### src/hw/rtl/ddr3spd_pkg.sv
// Shared types, constants and the CRC byte step for the DDR3 SPD decoder.
// Depends on nothing; the top, front and back files use it by scoped names.
package ddr3spd_pkg;

  localparam int SPD_BYTES   = 128;
  localparam int ADDR_W      = $clog2(SPD_BYTES);
  localparam int SWEEP_W     = $clog2(SPD_BYTES) + 1;
  localparam int QUEUE_DEPTH = 4;
  localparam int QPTR_W      = $clog2(QUEUE_DEPTH);
  localparam int QCNT_W      = $clog2(QUEUE_DEPTH + 1);
  localparam int COPY_BYTES  = 33;
  localparam int COPY_W      = $clog2(COPY_BYTES);
  localparam int DIV_STEPS   = 16;
  localparam int PADDR_W     = 3;

  localparam logic [15:0] CRC_POLY = 16'h1021;
  localparam logic [15:0] CRC_TOP  = 16'h8000;
  localparam logic [ADDR_W-1:0] CRC_SHORT_LEN = 7'd117;
  localparam logic [ADDR_W-1:0] CRC_LONG_LEN  = 7'd126;
  localparam logic [7:0] LOW_NIBBLE  = 8'h0f;
  localparam logic [7:0] HIGH_NIBBLE = 8'hf0;

  localparam logic [ADDR_W-1:0] START_ADDR  = 7'd127;
  localparam logic [ADDR_W-1:0] MIRROR_BYTE = 7'd60;
  localparam logic [ADDR_W-1:0] CRC_LO_BYTE = 7'd126;
  localparam logic [ADDR_W-1:0] CRC_HI_BYTE = 7'd127;

  localparam logic [7:0] DDR3_TYPE_RESET = 8'd11;
  // register word index on the configuration port
  localparam logic REG_TYPE_CODE = 1'b0;

  localparam logic [4:0] ATTR_STATUS  = 5'd0;
  localparam logic [4:0] ATTR_ROWBITS = 5'd1;
  localparam logic [4:0] ATTR_COLBITS = 5'd2;
  localparam logic [4:0] ATTR_RANKS   = 5'd3;
  localparam logic [4:0] ATTR_SIZE    = 5'd4;
  localparam logic [4:0] ATTR_FLAGS   = 5'd5;
  localparam logic [4:0] ATTR_CAS     = 5'd6;
  localparam logic [4:0] ATTR_TCK     = 5'd7;
  localparam logic [4:0] ATTR_TAA     = 5'd8;
  localparam logic [4:0] ATTR_TWR     = 5'd9;
  localparam logic [4:0] ATTR_TRCD    = 5'd10;
  localparam logic [4:0] ATTR_TRRD    = 5'd11;
  localparam logic [4:0] ATTR_TRP     = 5'd12;
  localparam logic [4:0] ATTR_TRAS    = 5'd13;
  localparam logic [4:0] ATTR_TRC     = 5'd14;
  localparam logic [4:0] ATTR_TRFC    = 5'd15;
  localparam logic [4:0] ATTR_TWTR    = 5'd16;
  localparam logic [4:0] ATTR_TRTP    = 5'd17;
  localparam logic [4:0] ATTR_TFAW    = 5'd18;

  typedef struct packed {
    logic [ADDR_W-1:0] byte_address;
    logic [7:0]        spd_byte;
  } spd_in_t;

  typedef struct packed {
    logic [4:0]  attr_index;
    logic [31:0] attr_value;
    logic        last;
  } spd_out_t;

  // queue entry: the word plus its class
  typedef struct packed {
    logic [ADDR_W-1:0] addr;
    logic [7:0]        data;
    logic              decode;
  } spd_item_t;

  typedef enum logic [2:0] {
    BK_IDLE,
    BK_SWEEP,
    BK_PREP,
    BK_DIV,
    BK_EMIT
  } back_state_t;

  // CRC-16, MSB first, one byte
  function automatic logic [15:0] crc16_byte(input logic [15:0] crc_in,
                                             input logic [7:0]  data);
    logic [15:0] c;
    c = crc_in ^ {data, 8'h00};
    for (int b = 0; b < 8; b++) begin
      if ((c & CRC_TOP) != 16'h0000) begin
        c = (c << 1) ^ CRC_POLY;
      end else begin
        c = c << 1;
      end
    end
    return c;
  endfunction

endpackage

### src/hw/rtl/ddr3_spd_decoder_top.sv
// DDR3 SPD decoder top level: configuration register, front queue and back end.
// A plain SPD word is registered in the queue and written to the store when the
// idle back end pops it; up to 4 words queue while a decode runs. Word 127 starts
// a decode: a sweep of the store and the MTB division, then 19 results, the status
// word first, in consecutive cycles (1 when the type byte misses).
// Synchronous reset clears control state and sets type_code to 11.
module ddr3_spd_decoder_top (
  input  logic                              clk,
  input  logic                              rst,
  input  logic                              start,
  output logic                              busy,
  input  ddr3spd_pkg::spd_in_t              item,
  output logic                              strobe,
  output ddr3spd_pkg::spd_out_t             result,
  input  logic                              psel,
  input  logic                              penable,
  input  logic                              pwrite,
  input  logic [ddr3spd_pkg::PADDR_W-1:0]   paddr,
  input  logic [31:0]                       pwdata,
  output logic [31:0]                       prdata,
  output logic                              pready
);

  logic [7:0]             type_code;
  logic                   reg_hit;
  ddr3spd_pkg::spd_item_t head;
  logic                   head_valid;
  logic                   pop;

  assign pready  = 1'b1;
  assign reg_hit = (paddr[ddr3spd_pkg::PADDR_W-1] == ddr3spd_pkg::REG_TYPE_CODE);
  assign prdata  = reg_hit ? {24'h000000, type_code} : 32'h00000000;

  always_ff @(posedge clk) begin
    if (rst) begin
      type_code <= ddr3spd_pkg::DDR3_TYPE_RESET;
    end else if (psel && penable && pwrite && pready && reg_hit) begin
      type_code <= pwdata[7:0];
    end
  end

  ddr3spd_front u_front (
    .clk       (clk),
    .rst       (rst),
    .start     (start),
    .item      (item),
    .busy      (busy),
    .head      (head),
    .head_valid(head_valid),
    .pop       (pop)
  );

  ddr3spd_back u_back (
    .clk       (clk),
    .rst       (rst),
    .type_code (type_code),
    .head      (head),
    .head_valid(head_valid),
    .pop       (pop),
    .strobe    (strobe),
    .result    (result)
  );

endmodule

### src/hw/rtl/ddr3spd_ram.sv
// Generic single-write, single-read RAM with registered read data.
// Depends on nothing.
module ddr3spd_ram #(
  parameter int WIDTH = 8,
  parameter int DEPTH = 128
) (
  input  logic                     clk,
  input  logic                     we,
  input  logic [$clog2(DEPTH)-1:0] waddr,
  input  logic [WIDTH-1:0]         wdata,
  input  logic [$clog2(DEPTH)-1:0] raddr,
  output logic [WIDTH-1:0]         rdata
);

  logic [WIDTH-1:0] mem [DEPTH];

  always_ff @(posedge clk) begin
    if (we) begin
      mem[waddr] <= wdata;
    end
    rdata <= mem[raddr];
  end

endmodule

### src/hw/rtl/ddr3spd_front.sv
// Front end: takes SPD words, marks the one that starts a decode, and queues them.
// Depends on ddr3spd_pkg.
module ddr3spd_front (
  input  logic                   clk,
  input  logic                   rst,
  input  logic                   start,
  input  ddr3spd_pkg::spd_in_t   item,
  output logic                   busy,
  output ddr3spd_pkg::spd_item_t head,
  output logic                   head_valid,
  input  logic                   pop
);

  ddr3spd_pkg::spd_item_t q [ddr3spd_pkg::QUEUE_DEPTH];
  logic [ddr3spd_pkg::QPTR_W-1:0] wr_ptr;
  logic [ddr3spd_pkg::QPTR_W-1:0] rd_ptr;
  logic [ddr3spd_pkg::QCNT_W-1:0] count;
  logic                           push;
  ddr3spd_pkg::spd_item_t         entry;

  assign busy       = (count == ddr3spd_pkg::QCNT_W'(ddr3spd_pkg::QUEUE_DEPTH));
  assign push       = start && !busy;
  assign head_valid = (count != '0);
  assign head       = q[rd_ptr];

  always_comb begin
    entry.addr   = item.byte_address;
    entry.data   = item.spd_byte;
    entry.decode = (item.byte_address == ddr3spd_pkg::START_ADDR);
  end

  always_ff @(posedge clk) begin
    if (rst) begin
      wr_ptr <= '0;
      rd_ptr <= '0;
      count  <= '0;
    end else begin
      if (push) begin
        wr_ptr <= wr_ptr + 1'b1;
      end
      if (pop) begin
        rd_ptr <= rd_ptr + 1'b1;
      end
      if (push && !pop) begin
        count <= count + 1'b1;
      end else if (pop && !push) begin
        count <= count - 1'b1;
      end
    end
  end

  always_ff @(posedge clk) begin
    if (push) begin
      q[wr_ptr] <= entry;
    end
  end

  a_count_bound: assert property (@(posedge clk) disable iff (rst)
    count <= ddr3spd_pkg::QCNT_W'(ddr3spd_pkg::QUEUE_DEPTH))
    else $error("queue count beyond depth");

  a_pop_nonempty: assert property (@(posedge clk) disable iff (rst)
    pop |-> count != '0)
    else $error("pop from empty queue");

  a_push_grows: assert property (@(posedge clk) disable iff (rst)
    push && !pop |=> count == $past(count) + 1'b1)
    else $error("queue count did not follow push");

endmodule

### src/hw/rtl/ddr3spd_back.sv
// Back end: stores queued words, sweeps the store on a decode (CRC and byte
// capture), divides out the MTB and emits the attributes. Depends on
// ddr3spd_pkg and ddr3spd_ram.
module ddr3spd_back (
  input  logic                   clk,
  input  logic                   rst,
  input  logic [7:0]             type_code,
  input  ddr3spd_pkg::spd_item_t head,
  input  logic                   head_valid,
  output logic                   pop,
  output logic                   strobe,
  output ddr3spd_pkg::spd_out_t  result
);

  ddr3spd_pkg::back_state_t state;
  ddr3spd_pkg::back_state_t state_next;

  logic [ddr3spd_pkg::SWEEP_W-1:0] iss;
  logic                            issuing;
  logic [ddr3spd_pkg::ADDR_W-1:0]  ram_raddr;
  logic [7:0]                      ram_rdata;
  logic                            dv;
  logic [ddr3spd_pkg::ADDR_W-1:0]  d_addr;
  logic                            sweep_done;
  logic                            crc_take;
  logic [15:0]                     crc;

  logic [7:0] spd_copy [ddr3spd_pkg::COPY_BYTES];
  logic       mirror;
  logic [7:0] crc_lo;
  logic [7:0] crc_hi;

  logic        ddr3;
  logic        crc_ok;
  logic        mtb_zero;
  logic [31:0] size;
  logic [15:0] dq;
  logic [7:0]  rem;
  logic [8:0]  trial;
  logic        qbit;
  logic [3:0]  div_cnt;
  logic [4:0]  attr_k;

  logic [3:0]  ranks;
  logic [4:0]  shl;
  logic [3:0]  shr;
  logic [15:0] mtb;
  logic [15:0] operand;
  logic [31:0] product;
  logic [13:0] flags;
  logic [31:0] value;

  ddr3spd_ram #(
    .WIDTH(8),
    .DEPTH(ddr3spd_pkg::SPD_BYTES)
  ) u_store (
    .clk  (clk),
    .we   (pop),
    .waddr(head.addr),
    .wdata(head.data),
    .raddr(ram_raddr),
    .rdata(ram_rdata)
  );

  // next state
  always_comb begin
    state_next = state;
    case (state)
      ddr3spd_pkg::BK_IDLE: begin
        if (head_valid && head.decode) begin
          state_next = ddr3spd_pkg::BK_SWEEP;
        end
      end
      ddr3spd_pkg::BK_SWEEP: begin
        if (sweep_done) begin
          state_next = ddr3spd_pkg::BK_PREP;
        end
      end
      ddr3spd_pkg::BK_PREP: begin
        state_next = ddr3spd_pkg::BK_DIV;
      end
      ddr3spd_pkg::BK_DIV: begin
        if (div_cnt == 4'(ddr3spd_pkg::DIV_STEPS - 1)) begin
          state_next = ddr3spd_pkg::BK_EMIT;
        end
      end
      ddr3spd_pkg::BK_EMIT: begin
        if (!ddr3 || attr_k == ddr3spd_pkg::ATTR_TFAW) begin
          state_next = ddr3spd_pkg::BK_IDLE;
        end
      end
      default: begin
        state_next = ddr3spd_pkg::BK_IDLE;
      end
    endcase
  end

  // state outputs
  always_comb begin
    pop     = 1'b0;
    issuing = 1'b0;
    case (state)
      ddr3spd_pkg::BK_IDLE: begin
        pop = head_valid;
      end
      ddr3spd_pkg::BK_SWEEP: begin
        issuing = (iss != ddr3spd_pkg::SWEEP_W'(ddr3spd_pkg::SPD_BYTES));
      end
      default: begin
        pop     = 1'b0;
        issuing = 1'b0;
      end
    endcase
  end

  assign ram_raddr  = iss[ddr3spd_pkg::ADDR_W-1:0];
  assign sweep_done = dv && (d_addr == ddr3spd_pkg::ADDR_W'(ddr3spd_pkg::SPD_BYTES - 1));
  // byte 0 always counts; its bit 7 picks the length for the rest
  assign crc_take   = dv && ((d_addr == '0) ||
                             (spd_copy[0][7] ? (d_addr < ddr3spd_pkg::CRC_SHORT_LEN)
                                             : (d_addr < ddr3spd_pkg::CRC_LONG_LEN)));

  // geometry and divider step
  always_comb begin
    ranks = {1'b0, spd_copy[7][5:3]} + 4'd1;
    shl   = 5'(spd_copy[4] & ddr3spd_pkg::LOW_NIBBLE) + 5'd4 + 5'(spd_copy[8][2:0]);
    shr   = 4'd2 + 4'(spd_copy[7][2:0]);
    trial = {rem, dq[15]};
    qbit  = (trial >= {1'b0, spd_copy[11]});
  end

  // attribute value for the current index
  always_comb begin
    mtb = mtb_zero ? 16'h0000 : dq;
    case (attr_k)
      ddr3spd_pkg::ATTR_TCK:  operand = {8'h00, spd_copy[12]};
      ddr3spd_pkg::ATTR_TAA:  operand = {8'h00, spd_copy[16]};
      ddr3spd_pkg::ATTR_TWR:  operand = {8'h00, spd_copy[17]};
      ddr3spd_pkg::ATTR_TRCD: operand = {8'h00, spd_copy[18]};
      ddr3spd_pkg::ATTR_TRRD: operand = {8'h00, spd_copy[19]};
      ddr3spd_pkg::ATTR_TRP:  operand = {8'h00, spd_copy[20]};
      ddr3spd_pkg::ATTR_TRAS: operand = {4'h0, spd_copy[21][3:0], spd_copy[22]};
      ddr3spd_pkg::ATTR_TRC:  operand = {4'h0, spd_copy[21][7:4], spd_copy[23]};
      ddr3spd_pkg::ATTR_TRFC: operand = {spd_copy[25], spd_copy[24]};
      ddr3spd_pkg::ATTR_TWTR: operand = {8'h00, spd_copy[26]};
      ddr3spd_pkg::ATTR_TRTP: operand = {8'h00, spd_copy[27]};
      ddr3spd_pkg::ATTR_TFAW: operand = {4'h0, spd_copy[28][3:0], spd_copy[29]};
      default:                operand = 16'h0000;
    endcase
    product = operand * mtb;

    flags[0]  = !spd_copy[6][0];
    flags[1]  = spd_copy[6][1];
    flags[2]  = spd_copy[6][2];
    flags[3]  = |spd_copy[8][4:3];
    flags[4]  = spd_copy[30][7];
    flags[5]  = spd_copy[30][1];
    flags[6]  = spd_copy[30][0];
    flags[7]  = spd_copy[31][7];
    flags[8]  = spd_copy[31][3];
    flags[9]  = spd_copy[31][2];
    flags[10] = spd_copy[31][0];
    flags[11] = spd_copy[31][1];
    flags[12] = spd_copy[32][7];
    flags[13] = mirror;

    case (attr_k)
      ddr3spd_pkg::ATTR_STATUS:  value = ddr3 ? {29'h0, mtb_zero, crc_ok, 1'b1} : 32'h0;
      ddr3spd_pkg::ATTR_ROWBITS: value = 32'(5'(spd_copy[5][6:4]) + 5'd12);
      ddr3spd_pkg::ATTR_COLBITS: value = 32'(5'(spd_copy[5][2:0]) + 5'd9);
      ddr3spd_pkg::ATTR_RANKS:   value = 32'(ranks);
      ddr3spd_pkg::ATTR_SIZE:    value = size;
      ddr3spd_pkg::ATTR_FLAGS:   value = 32'(flags);
      ddr3spd_pkg::ATTR_CAS:     value = {16'h0000, spd_copy[15], spd_copy[14]};
      default:                   value = product;
    endcase
  end

  always_ff @(posedge clk) begin
    if (rst) begin
      state  <= ddr3spd_pkg::BK_IDLE;
      dv     <= 1'b0;
      strobe <= 1'b0;
    end else begin
      state  <= state_next;
      dv     <= issuing;
      strobe <= (state == ddr3spd_pkg::BK_EMIT);
    end
  end

  always_ff @(posedge clk) begin
    d_addr <= ram_raddr;
    if (pop) begin
      iss <= '0;
      crc <= 16'h0000;
    end
    if (issuing) begin
      iss <= iss + 1'b1;
    end
    if (dv) begin
      if (d_addr < ddr3spd_pkg::ADDR_W'(ddr3spd_pkg::COPY_BYTES)) begin
        spd_copy[d_addr[ddr3spd_pkg::COPY_W-1:0]] <= ram_rdata;
      end
      if (d_addr == ddr3spd_pkg::MIRROR_BYTE) begin
        mirror <= ram_rdata[0];
      end
      if (d_addr == ddr3spd_pkg::CRC_LO_BYTE) begin
        crc_lo <= ram_rdata;
      end
      if (d_addr == ddr3spd_pkg::CRC_HI_BYTE) begin
        crc_hi <= ram_rdata;
      end
    end
    if (crc_take) begin
      crc <= ddr3spd_pkg::crc16_byte(crc, ram_rdata);
    end
    if (state == ddr3spd_pkg::BK_PREP) begin
      ddr3     <= (spd_copy[2] == type_code);
      crc_ok   <= (crc == {crc_hi, crc_lo});
      mtb_zero <= (spd_copy[11] == 8'h00);
      size     <= ((32'(ranks) << shl) >> shr);
      dq       <= {spd_copy[10], 8'h00};
      rem      <= 8'h00;
      div_cnt  <= '0;
      attr_k   <= ddr3spd_pkg::ATTR_STATUS;
    end
    if (state == ddr3spd_pkg::BK_DIV) begin
      // restoring division, one quotient bit a cycle
      rem     <= qbit ? 8'(trial - {1'b0, spd_copy[11]}) : trial[7:0];
      dq      <= {dq[14:0], qbit};
      div_cnt <= div_cnt + 1'b1;
    end
    if (state == ddr3spd_pkg::BK_EMIT) begin
      result.attr_index <= attr_k;
      result.attr_value <= value;
      result.last       <= !ddr3 || (attr_k == ddr3spd_pkg::ATTR_TFAW);
      attr_k            <= attr_k + 1'b1;
    end
  end

  a_index_steps: assert property (@(posedge clk) disable iff (rst)
    strobe && !result.last |=> strobe && result.attr_index == $past(result.attr_index) + 5'd1)
    else $error("attribute sequence broken");

  a_last_ends: assert property (@(posedge clk) disable iff (rst)
    strobe && result.last |=> !strobe)
    else $error("word after last attribute");

  a_first_status: assert property (@(posedge clk) disable iff (rst)
    $rose(strobe) |-> result.attr_index == ddr3spd_pkg::ATTR_STATUS)
    else $error("decode did not open with status");

endmodule
### config.mk
export PLATFORM = sky130hd
export DESIGN_NAME = ddr3_spd_decoder_top
export DESIGN_NICKNAME = d
export VERILOG_FILES = /design/src/hw/rtl/ddr3spd_pkg.sv /design/src/hw/rtl/ddr3_spd_decoder_top.sv /design/src/hw/rtl/ddr3spd_ram.sv /design/src/hw/rtl/ddr3spd_front.sv /design/src/hw/rtl/ddr3spd_back.sv
export SDC_FILE = /design/constraint.sdc
export NUM_CORES = 2
export LEC_CHECK = 0
export BUFFER_PORTS_ARGS = -buffer_cell sky130_fd_sc_hd__buf_2
export CORE_ASPECT_RATIO = 1.75
export CORE_MARGIN = 3
export CORE_UTILIZATION = 45
export CTS_CLUSTER_DIAMETER = 100
export CTS_CLUSTER_SIZE = 25
export DETAILED_ROUTE_END_ITERATION = 12
export PLACE_DENSITY_LB_ADDON = 0.12
export SLEW_MARGIN = 20
export SYNTH_ARGS = -nofsm -noshare
export SYNTH_HDL_FRONTEND = slang
export SYNTH_SLANG_ARGS = --single-unit
export TNS_END_PERCENT = 5
### constraint.sdc
create_clock -name clk -period 8.55 [get_ports clk]
set_input_delay 0.855 -clock clk [delete_from_list [all_inputs] [get_ports clk]]
set_output_delay 0.855 -clock clk [all_outputs]
set_load 0.02 [all_outputs]
==> results.json <==
{
  "status": "complete, no violations",
  "max_stage_delay_ps": 620,
  "worstMarginPinSlew_ps": 1100,
  "cp_max_fo": 6,
  "avgSynthCellArea_um2": 15.9,
  "post_cts_resized": 0,
  "skew_ps": 36.4,
  "synth.top_cell.area_share": 0.638,
  "ys_warn_count": 0,
  "first_global_vias": 37900,
  "hold_path_depth": 1,
  "dp_hpwl_um": 124000,
  "hold_class": "in2reg",
  "path_depth": 26,
  "start_util": 0.455,
  "syn2layout_area_growth_pct": 7.42,
  "seq_area_frac_synth": 0.649,
  "end_kind": "register",
  "seq_area_um2": 43500,
  "ys_ff_latch": 1460,
  "post-cts-setup-buffers": 0,
  "clk_latency_ps": 710,
  "dieArea_um2": 154000,
  "ir_worst_vdd_mv": 0.230,
  "r2r_cells": 26,
  "startpoint": "u_back.attr_k[1]",
  "final_cells": 6284,
  "drt_iter0_markers": 2774,
  "num_vias": 35700,
  "grt_max_degree": 98,
  "rows": 186,
  "gp_congestion": 0.927,
  "critPathSlowestCell": "fa_1",
  "synth_edf_count": 1423,
  "critPathTopFamily": "adder cells",
  "hp-start": "item[5]",
  "leakage_uw": 0.0241,
  "hold_violations": 0,
  "multiInputGateArea_um2": 21500,
  "synth_most_common_cell": "edfxtp_1",
  "dpl.cell_count": 6175,
  "cp.arrival_ps": 8570,
  "cpMostUsedCell": "fa_1",
  "drive_above_1_share": 0.144,
  "synth.distinct_cells": 80,
  "slew-limit-headroom": 0.263,
  "period_share": 0.950,
  "nets": 4661,
  "worst_setup_path_start_kind": "register",
  "hold_buffers": 0,
  "max_freq_mhz": 123,
  "grt-ovfl-total": 0,
  "syn_inst": 4212,
  "drtAntennaViolNets": 0,
  "drt_pass1_iterations": 8,
  "drv_cap": 0,
  "io-pin-count": 129,
  "grtUsageMet1": 0.242,
  "rsz0062_at_grt": "no",
  "async_reset_ff_frac": 0,
  "die_y_um": 516,
  "crit_required_ps": 9000,
  "period_needed_ps": 8120,
  "setup_viol": 0,
  "r2r-start": "u_back.attr_k[1]",
  "path_class": "reg2reg",
  "met2_usage": 0.464,
  "synth_common_cells": "1423 x edfxtp_1, 412 x nor2_1, 298 x nand2_1, 285 x mux4_2, 273 x inv_1",
  "grt.met3_usage": 0.0242,
  "cts_tree": "done",
  "grt.busiest_layer": "met2",
  "core_area_um2": 147000,
  "cp_num_buf_inv": 3,
  "cts-htree-levels": 3,
  "wl_um": 177000,
  "ctsRootBufferMaster": "clkbuf_16",
  "synth_area_um2": 67000,
  "cts_buffers": 70,
  "p_per_area_nw_per_um2": 259,
  "via_per_inst": 5.68,
  "grt_usage": 0.233,
  "setup_tns_ps": 0,
  "final_area_um2": 72000,
  "synth_area_leaders": "edfxtp_1 64%, mux4_2 9.6%, fa_1 5.9%",
  "die_w_um": 298,
  "grt_pass1_wl_um": 259000,
  "antenna_found_initial": 2,
  "port_buffers": 77,
  "synth_top_area_cell": "edfxtp_1",
  "routedWlPerCell_um": 28.2,
  "clk_pin_slew_ps": 110,
  "post-route-drc-count": 0,
  "clockBufferDepth": 3,
  "ys.flop_type": "edfxtp_1",
  "nFillCells": 12600,
  "place_area_um2": 69800,
  "cts.sinks": 1460,
  "drv_slew": 0
}
## flip-flops by register name, indices dropped and copies added, names as in the netlist, 2 cells and up, named ones only
name and count:
u_back.u_store.rdata 8, u_back.state 3, u_front.count 3, u_back.attr_k 5, u_front.q 64, u_back.crc_lo 8, type_code 8, u_back.iss 8
u_back.u_store.mem 1024, u_back.crc_hi 8, u_back.rem 8, u_back.crc 16, u_front.rd_ptr 2, u_front.wr_ptr 2, u_back.size 30, u_back.result 38
u_back.dq 16, u_back.div_cnt 4, u_back.spd_copy 190, u_back.d_addr 7
## final timing paths
check,endpoint,slack (ps)
worst max-delay path,u_back.result[27],430
worst min-delay path,u_front.q[2][6],350
worst max register to register,u_back.result[27],430
worst min register to register,u_back.d_addr[2],440
## metal layers
layer,up-vias,share of wire
li1,15800,-
met1,18700,0.34
met2,835,0.58
met3,306,0.032
met4,0,0.051
met5,-,0
## layout make-up
cell class | count | area share
Inverter | 276 | 0.0144
Timing Repair Buffer | 194 | 0.0189
Multi-Input combinational cell | 2272 | 0.299
Clock buffer | 96 | 0.0257
Clock inverter | 11 | 0.00308
Tap cell | 1974 | 0.0343
Sequential cell | 1460 | 0.604
Antenna cell | 1 | 0.0000348
## layout by cell type (no fill, tap or decap), types with 10 or more instances in the layout
| cell type | instances |
|---|---|
| o221ai_1 | 10 |
| buf_4 | 110 |
| mux2i_1 | 83 |
| a31oi_1 | 12 |
| o21ai_0 | 82 |
| buf_2 | 77 |
| fa_1 | 197 |
| and2_1 | 28 |
| dfxtp_1 | 37 |
| inv_1 | 271 |
| o22ai_1 | 17 |
| clkbuf_16 | 70 |
| a21oi_1 | 86 |
| nor2b_1 | 54 |
| nand3_1 | 45 |
| mux2_2 | 34 |
| o21a_1 | 10 |
| nand2b_1 | 45 |
| a21o_1 | 16 |
| o211ai_1 | 12 |
| conb_1 | 25 |
| a22oi_1 | 33 |
| nor2_1 | 409 |
| nand4_1 | 26 |
| mux4_2 | 277 |
| xnor2_1 | 68 |
| a211oi_1 | 25 |
| edfxtp_1 | 1423 |
| a222oi_1 | 20 |
| and3_1 | 28 |
| nand2_1 | 290 |
| ha_1 | 134 |
| o21bai_1 | 11 |
| nor3_1 | 24 |
| xor2_1 | 25 |
| clkbuf_1 | 26 |
## worst reg2reg max path, stage by stage, from the launching register on
cell      delay (ps)
edfxtp_1         510
ha_1             250
and3_1           180
ha_1             320
a222oi_1         390
nand2_1          150
a221oi_1         270
nand3_1          390
nand2_1          200
fa_1             450
fa_1             560
inv_1             60
fa_1             520
fa_1             430
fa_1             480
inv_1             40
fa_1             620
inv_1             80
ha_1             350
a21oi_1          150
o21ai_0          200
a22oi_1          230
nand3b_1         200
a31o_2           280
a21oi_1          170
xor2_1           260
o21ai_0          120
## through the flow
step                setup WS, ps  total power (µW)  hold slack [ps]   util
floorplan                    894             12800              343      -
global placement             174             15000              429  0.474
detailed placement           172             15000              418  0.474
CTS                          121             18900              298  0.488
global route                49.9             19300              320  0.488
finish                       427             18600              354  0.488
## cells by family after synthesis
family / synth area share
DFF: 0.649
and+or+nand+nor: 0.0666
buffers and inverters: 0.0319
AOI/OAI and AO/OA: 0.0424
muxes: 0.114
adders and majority gates: 0.0839
xor gates and xnor gates: 0.0122
other: 0.000112
## where the power goes
group | internal (µW) | total [µW] | switching, µW
Combinational | 1950 | 5640 | 3690
Clock | 1580 | 3880 | 2290
Sequential | 8940 | 9100 | 158
(Power assumes the default switching activity.)
